===== src/rtl/btd_pkg.sv =====
`default_nettype none
// ----------------------------------------------------------------------------
// btd_pkg
// Shared types, register indexes and defaults of the button tap/hold detector.
// ----------------------------------------------------------------------------
package btd_pkg;

   // fixed widths of the register file and the button masks
   localparam int TIME_W    = 16;
   localparam int COUNT_W   = 4;
   localparam int MASK_W    = 8;
   localparam int CSR_IDX_W = 2;
   localparam int LANE_LIMIT = 8;

   // parameter defaults
   localparam int BUTTONS_DEF = 8;
   localparam int TICK_MS_DEF = 10;

   // register reset values
   localparam logic [TIME_W-1:0]  TAP_TIME_RST     = 16'd70;
   localparam logic [TIME_W-1:0]  HOLD_TIME_RST    = 16'd1000;
   localparam logic [TIME_W-1:0]  MARGIN_TIME_RST  = 16'd20;
   localparam logic [COUNT_W-1:0] ACTIVE_COUNT_RST = 4'd8;

   // counter ceiling
   localparam logic [TIME_W-1:0] CNT_MAX = 16'hFFFF;

   // register indexes
   localparam logic [CSR_IDX_W-1:0] CSR_TAP_TIME     = 2'd0;
   localparam logic [CSR_IDX_W-1:0] CSR_HOLD_TIME    = 2'd1;
   localparam logic [CSR_IDX_W-1:0] CSR_MARGIN_TIME  = 2'd2;
   localparam logic [CSR_IDX_W-1:0] CSR_ACTIVE_COUNT = 2'd3;

   // timing thresholds seen by every lane
   typedef struct packed {
      logic [TIME_W-1:0] tap_time;
      logic [TIME_W-1:0] hold_time;
      logic [TIME_W-1:0] margin_time;
   } btd_cfg_type;

   // per-lane step control
   typedef struct packed {
      logic step;      // a tick is processed this cycle for this lane
      logic pressed;   // sampled level of the button
   } btd_lane_ctl_type;

endpackage : btd_pkg
`default_nettype wire


===== src/rtl/btd_lane.sv =====
`default_nettype none
// ----------------------------------------------------------------------------
// btd_lane
// Pressed and released time counters of one button, with tap and hold events.
// ----------------------------------------------------------------------------
module btd_lane
   import btd_pkg::*;
#(
   parameter int TICK_MS = TICK_MS_DEF
) (
   input  wire logic             clock,
   input  wire logic             reset,
   input  wire btd_cfg_type      cfg,
   input  wire btd_lane_ctl_type ctl,
   output logic                  tap,
   output logic                  hold
);

   localparam logic [TIME_W:0] TICK = (TIME_W+1)'(TICK_MS);

   logic [TIME_W-1:0] pressed_ms_ff, pressed_ms_in;
   logic [TIME_W-1:0] released_ms_ff, released_ms_in;
   logic [TIME_W:0]   p_sum;
   logic [TIME_W:0]   r_sum;
   logic [TIME_W-1:0] p_sat;

   // counter update for one tick
   always_comb begin
      p_sum = {1'b0, pressed_ms_ff} + TICK;
      r_sum = {1'b0, released_ms_ff} + TICK;
      p_sat = p_sum[TIME_W] ? CNT_MAX : p_sum[TIME_W-1:0];
      pressed_ms_in  = pressed_ms_ff;
      released_ms_in = released_ms_ff;
      tap  = 1'b0;
      hold = 1'b0;
      if (ctl.step) begin
         if (ctl.pressed) begin
            pressed_ms_in = p_sat;
            if (p_sat > cfg.hold_time && released_ms_ff == cfg.margin_time) begin
               hold           = 1'b1;
               released_ms_in = '0;
            end
         end else begin
            if (r_sum >= {1'b0, cfg.margin_time}) begin
               released_ms_in = cfg.margin_time;
               pressed_ms_in  = '0;
               tap = (pressed_ms_ff >= cfg.tap_time) && (pressed_ms_ff <= cfg.hold_time);
            end else begin
               released_ms_in = r_sum[TIME_W-1:0];
            end
         end
      end
   end

   // counter registers
   always_ff @(posedge clock) begin
      if (reset) begin
         pressed_ms_ff  <= '0;
         released_ms_ff <= '0;
      end else begin
         pressed_ms_ff  <= pressed_ms_in;
         released_ms_ff <= released_ms_in;
      end
   end

endmodule : btd_lane
`default_nettype wire


===== src/rtl/button_tap_hold_detector.sv =====
`default_nettype none
// ----------------------------------------------------------------------------
// button_tap_hold_detector
// Per-button tap and long-press detection on a stream of scan ticks.
// ----------------------------------------------------------------------------
// path: a tick is captured in the input register, then its counter update is
//   written into the result register, which holds while its result is not taken
// throughput: one tick per cycle while the result slot is free or being taken
// reset: counters cleared, registers at defaults, both stages empty
// ----------------------------------------------------------------------------
module button_tap_hold_detector
   import btd_pkg::*;
#(
   parameter int BUTTONS = BUTTONS_DEF,
   parameter int TICK_MS = TICK_MS_DEF
) (
   input  wire logic                 clock,
   input  wire logic                 reset,
   // tick channel
   input  wire logic                 req_valid,
   output logic                      req_ready,
   input  wire logic [MASK_W-1:0]    req_pressed_mask,
   // result channel
   output logic                      rsp_valid,
   input  wire logic                 rsp_ready,
   output logic [MASK_W-1:0]         rsp_tap_mask,
   output logic [MASK_W-1:0]         rsp_hold_mask,
   // register write channel
   input  wire logic                 csr_valid,
   output logic                      csr_ready,
   input  wire logic [CSR_IDX_W-1:0] csr_index,
   input  wire logic [TIME_W-1:0]    csr_wdata
);

   localparam int LANES = (BUTTONS < LANE_LIMIT) ? BUTTONS : LANE_LIMIT;

   btd_cfg_type        cfg_ff;
   logic [COUNT_W-1:0] active_count_ff;
   logic               in_valid_ff;
   logic [MASK_W-1:0]  in_mask_ff;
   logic               rsp_valid_ff;
   logic [MASK_W-1:0]  rsp_tap_mask_ff, rsp_tap_mask_in;
   logic [MASK_W-1:0]  rsp_hold_mask_ff, rsp_hold_mask_in;
   logic               advance;
   logic [LANES-1:0]   lane_tap;
   logic [LANES-1:0]   lane_hold;

   // register file writes
   assign csr_ready = 1'b1;

   always_ff @(posedge clock) begin
      if (reset) begin
         cfg_ff.tap_time    <= TAP_TIME_RST;
         cfg_ff.hold_time   <= HOLD_TIME_RST;
         cfg_ff.margin_time <= MARGIN_TIME_RST;
         active_count_ff    <= ACTIVE_COUNT_RST;
      end else if (csr_valid) begin
         case (csr_index)
            CSR_TAP_TIME:     cfg_ff.tap_time    <= csr_wdata;
            CSR_HOLD_TIME:    cfg_ff.hold_time   <= csr_wdata;
            CSR_MARGIN_TIME:  cfg_ff.margin_time <= csr_wdata;
            CSR_ACTIVE_COUNT: active_count_ff    <= csr_wdata[COUNT_W-1:0];
            default: ;
         endcase
      end
   end

   // stage flow control: compute stage moves when the result slot frees up
   assign advance   = !rsp_valid_ff || rsp_ready;
   assign req_ready = !in_valid_ff || advance;

   // input register
   always_ff @(posedge clock) begin
      if (reset) begin
         in_valid_ff <= 1'b0;
      end else if (req_ready) begin
         in_valid_ff <= req_valid;
      end
   end

   always_ff @(posedge clock) begin
      if (req_valid && req_ready) begin
         in_mask_ff <= req_pressed_mask;
      end
   end

   // button lanes
   always_comb begin
      rsp_tap_mask_in  = '0;
      rsp_hold_mask_in = '0;
      rsp_tap_mask_in[LANES-1:0]  = lane_tap;
      rsp_hold_mask_in[LANES-1:0] = lane_hold;
   end

   for (genvar i = 0; i < LANES; i++) begin : g_lane
      btd_lane_ctl_type ctl;

      assign ctl.step    = in_valid_ff && advance &&
                           (COUNT_W'(i) < active_count_ff);
      assign ctl.pressed = in_mask_ff[i];

      btd_lane #(
         .TICK_MS (TICK_MS)
      ) u_lane (
         .clock (clock),
         .reset (reset),
         .cfg   (cfg_ff),
         .ctl   (ctl),
         .tap   (lane_tap[i]),
         .hold  (lane_hold[i])
      );
   end

   // result register
   always_ff @(posedge clock) begin
      if (reset) begin
         rsp_valid_ff <= 1'b0;
      end else if (advance) begin
         rsp_valid_ff <= in_valid_ff;
      end
   end

   always_ff @(posedge clock) begin
      if (advance && in_valid_ff) begin
         rsp_tap_mask_ff  <= rsp_tap_mask_in;
         rsp_hold_mask_ff <= rsp_hold_mask_in;
      end
   end

   assign rsp_valid     = rsp_valid_ff;
   assign rsp_tap_mask  = rsp_tap_mask_ff;
   assign rsp_hold_mask = rsp_hold_mask_ff;

endmodule : button_tap_hold_detector
`default_nettype wire

===== config.mk =====
export PLATFORM = sky130hd
export DESIGN_NAME = button_tap_hold_detector
export DESIGN_NICKNAME = d
export VERILOG_FILES = /design/src/rtl/btd_pkg.sv /design/src/rtl/btd_lane.sv /design/src/rtl/button_tap_hold_detector.sv
export SDC_FILE = /design/constraint.sdc
export NUM_CORES = 2
export LEC_CHECK = 0
export CORE_MARGIN = 2
export CORE_UTILIZATION = 45
export CTS_CLUSTER_DIAMETER = 50
export DETAILED_ROUTE_END_ITERATION = 8
export DONT_BUFFER_PORTS = 1
export MAX_ROUTING_LAYER = met4
export PLACE_DENSITY = 0.59
export RECOVER_POWER = 100
export SLEW_MARGIN = 0
export SYNTH_ARGS = -nofsm -noshare
export SYNTH_HDL_FRONTEND = slang
export SYNTH_SLANG_ARGS = --single-unit

===== constraint.sdc =====
create_clock -name clock -period 8.9 [get_ports clock]
set_input_delay 0.89 -clock clock [delete_from_list [all_inputs] [get_ports clock]]
set_output_delay 0.89 -clock clock [all_outputs]
set_load 0.1 [all_outputs]

==> metrics.md <==
| Metric | Value |
|---|---|
| DR WL/cell | `23.0 µm` |
| Clock transition at the registers of the reported paths | `~0.060 ns` |
| WP data required | `around 9.4 ns` |
| TritonCTS clock tree | `yes` |
| Max_slew headroom | `-51.0%` |
| Clk Latency, worst-skew pair | `0.61 ns` |
| DRC | `0` |
| Root Driver | `clkbuf_16` |
| Row Count | `96` |
| Slew Viols, Final | `roughly 130` |
| Num CTS Buffers | `67` |
| Nets@finish | `between 4000 and 5000` |
| Final Critical Period | `5.99 ns` |
| Die width | `268 µm` |
| Clock tree buffer depth | `3` |
| Clock sinks | `between 300 and 400` |
| Mapped cell area | `roughly 31000 µm²` |
| Routed WL | `between 100000 and 150000 µm` |
| Number of DRC markers in iteration 0 | `2578` |
| Hold Crit Class | `in2reg` |
| GR Overflow Total | `0` |
| Critical path data arrival time | `between 6 and 7 ns` |
| Worst-margin pin slew | `between 2 and 2.5 ns` |
| Vias in the first global route | `26900` |
| Final Wtd Congestion | `about 0.90` |
| Compound-gate portion of the synthesized area | `22.4%` |
| Synth-to-layout area growth | `9.43%` |
| Total die area | `a little over 70000 µm²` |
| Synth Instances | `between 3000 and 4000` |
| Synth top area cells | `ha_1, dfxtp_1, xnor2_1` |
| Switching power | `~1500 µW` |
| Worst Setup Path Type | `reg2reg` |
| Synth unique cells | `around 100` |
| Final setup fails | `0` |
| XOR/XNOR share of the synthesized area | `between 7 and 8%` |
| Antenna-violating nets left | `0` |
| Post-CTS setup buffers | `0` |
| Clock power frac | `a little over half` |
| Largest net degree at the start of global routing | `136` |
| Sequential share of power | `roughly a third` |
| Combinational family with the most area after synthesis | `compound AO/OA/AOI/OAI gates` |
| RSZ-0062 raised after global routing | `false` |
| Fill cell total of the finished layout | `~6800` |
| Vias | `~29000` |
| H-tree depth | `3` |
| Crit path capture type | `register` |
| I/O Pins | `50` |
| Die height | `between 200 and 300 µm` |
| Cts hold-fix bufs | `0` |
| DRT Pass-1 Iters | `7` |
| Synth Area in Adders | `between 20% and 30%` |
| Most frequent cell after synthesis | `ha_1` |
| Initial antenna violation count | `6` |
| Share of the synthesized area in the top cell type | `between 20% and 30%` |
| Port Buffers | `0` |
| Failing checks | `capacitance limit, slew limit` |
| Layout cells sized above 1 | `approximately 5.1%` |
| Combinational Power Share | `15.1%` |
| Post-place setup slack | `approximately 4.2 ns` |
| Startpoint types | `register` |
| Cell-internal power | `3570 µW` |
| Floorplan core area | `68700 µm²` |
| Skew final | `between 0.02 and 0.025 ns` |
| Setup TNS | `0 ns` |
| Routed vias/inst | `between 6 and 7` |
| VDD IR max | `0.135 mV` |
| Synth Register Bits | `approximately 330` |
| Syn nets | `between 4000 and 5000` |
| Post-Synth Simple-Gate Area | `19.0%` |
| Starting density of the core | `45.5%` |
| Final hold vios | `0` |
| EDFF count, synth | `24` |
| Post-synthesis sequential area ratio | `22.2%` |
| Max Clk Rate | `~170 MHz` |
| Post-synth ARST share | `0%` |
| Max Cap Viol | `7` |
| Leakage | `about 0.015 µW` |
| First-pass GRT wire length | `between 150000 and 200000 µm` |
| Global-route usage over all layers | `a little under a third` |
| PwrDens | `approximately 150 nW/µm²` |
| Post-CTS resize count | `0` |
| Status | `complete, but fails checks` |
| Most used DFF post-synth | `dfxtp_1` |
| Maximum fanout along the worst path | `23` |
| Worst setup margin | `a little under 3 ns` |
| Ys Warns | `0` |
| Tcrit/Tclk final | `between 60% and 70%` |
| Post-synthesis mux area share | `under 10%` |
| Sw Share | `between 20% and 30%` |
| DP HPWL | `about 76000 µm` |
| Commonest cells in the netlist | `ha_1, nand2_1, dfxtp_1` |
| Avg Inst Size Synth | `just over 8 µm²` |
| Largest area contributor in the netlist | `ha_1` |
==> worst paths after layout <==
check | start | to | slack (ns) | cells after the start
min reg2reg | cfg_ff[30]$_SDFFE_PP0P_ | cfg_ff[30]$_SDFFE_PP0P_ | 0.45 | 2
min | req_pressed_mask[2] | in_mask_ff[2]$_DFFE_PP_ | 0.37 | 0
max reg2reg | g_lane[3].u_lane.pressed_ms_ff[3]$_SDFFE_PP0P_ | g_lane[3].u_lane.released_ms_ff[6]$_SDFFE_PP0P_ | 2.91 | 13
max | g_lane[3].u_lane.pressed_ms_ff[3]$_SDFFE_PP0P_ | g_lane[3].u_lane.released_ms_ff[6]$_SDFFE_PP0P_ | 2.91 | 13
==> routing by layer <==
metal / wire length [µm] / vias to the layer above / track usage (%) / part of all wire [%]
met4: 4630 / 0 / 12.1 / 4.2
met1: 48600 / 13600 / 40.0 / 45
met2: 47500 / 951 / 47.0 / 43
met5: 0 / - / - / 0
met3: 8460 / 237 / 7.38 / 7.7
li1: - / 14100 / - / -
==> power groups by stage <==
| stage | sequential, µW | clock (µW) | combinational (µW) |
|---|---|---|---|
| 2_1_floorplan | 1630 | 0 | 561 |
| 3_3_place_gp | 1650 | 0 | 748 |
| 3_5_place_dp | 1650 | 0 | 751 |
| 4_1_cts | 1620 | 2680 | 756 |
| 5_1_grt | 1630 | 2740 | 833 |
| 6_report | 1620 | 2650 | 760 |
==> sequential cells by signal, indices dropped and copies added (netlist names) <==
register	flops
g_lane.u_lane.pressed_ms_ff	128
g_lane.u_lane.released_ms_ff	128
cfg_ff	48
in_mask_ff	8
rsp_hold_mask	8
rsp_tap_mask	8
active_count_ff	4
in_valid_ff	1
rsp_valid	1
==> stage by stage <==
| step | hold slack, ns | cells | utilization (%) | instance area, µm² | total power (µW) |
|---|---|---|---|---|---|
| after floorplan | 0.436 | 3816 | - | 31200 | 2190 |
| after global placement | 0.443 | 4625 | 46.6 | 32000 | 2400 |
| after detailed placement | 0.447 | 4625 | 46.6 | 32000 | 2400 |
| after CTS | 0.357 | 4743 | 49.9 | 34300 | 5060 |
| after global routing | 0.355 | 4752 | 49.8 | 34200 | 5200 |
| final | 0.370 | 4754 | 49.8 | 34200 | 5030 |
==> cell usage in the layout, fill, tap and decap left out, types with 69 or more instances in the layout <==
cell type / Yosys / layout
ha_1: 528 / 528
nand4_1: 116 / 116
a21o_1: 110 / 110
nor3_1: 66 / 69
a21oi_1: 252 / 252
inv_1: 140 / 140
clkbuf_16: 0 / 71
xor2_1: 92 / 92
xnor2_1: 185 / 185
mux2i_1: 95 / 95
a22o_1: 74 / 74
nand3_1: 136 / 136
dfxtp_1: 310 / 310
nor2_1: 221 / 223
o21ai_0: 225 / 234
nand2_1: 391 / 391
==> cell families (layout without fill, tap and decap cells) <==
kind of cell,Yosys count,in the layout
compound gates,1055,1055
xor+xnor,277,277
fa+ha+maj,528,528
buf+inv,319,316
flops,334,334
mux,96,96
other cells,1,11
simple gates,1206,1206
==> worst max-delay path, stage by stage, from the launching register on <==
cell and delay (ns):
dfxtp_1 0.53, a21oi_1 0.10, nor3_1 0.61, nand3_2 0.22, or3_1 0.71, nand2_1 0.20
ha_1 0.24, and3_1 0.18, a221o_1 0.32, a221oi_1 0.41, o211ai_1 0.30, a311oi_1 1.73
a31o_2 0.26, o2bb2ai_1 0.11
==> area by class of cell <==
type                            instances  area [µm²]  area share (%)
Multi-Input combinational cell       3163       22900            66.8
Clock inverter                         29         383            1.12
Inverter                              141         529            1.55
Timing Repair Buffer                   57         387            1.13
Clock buffer                           89        1920            5.63
Antenna cell                           10        25.0          0.0732
Tap cell                              931        1160            3.41
Sequential cell                       334        6930            20.3
(Power assumes the default switching activity.)
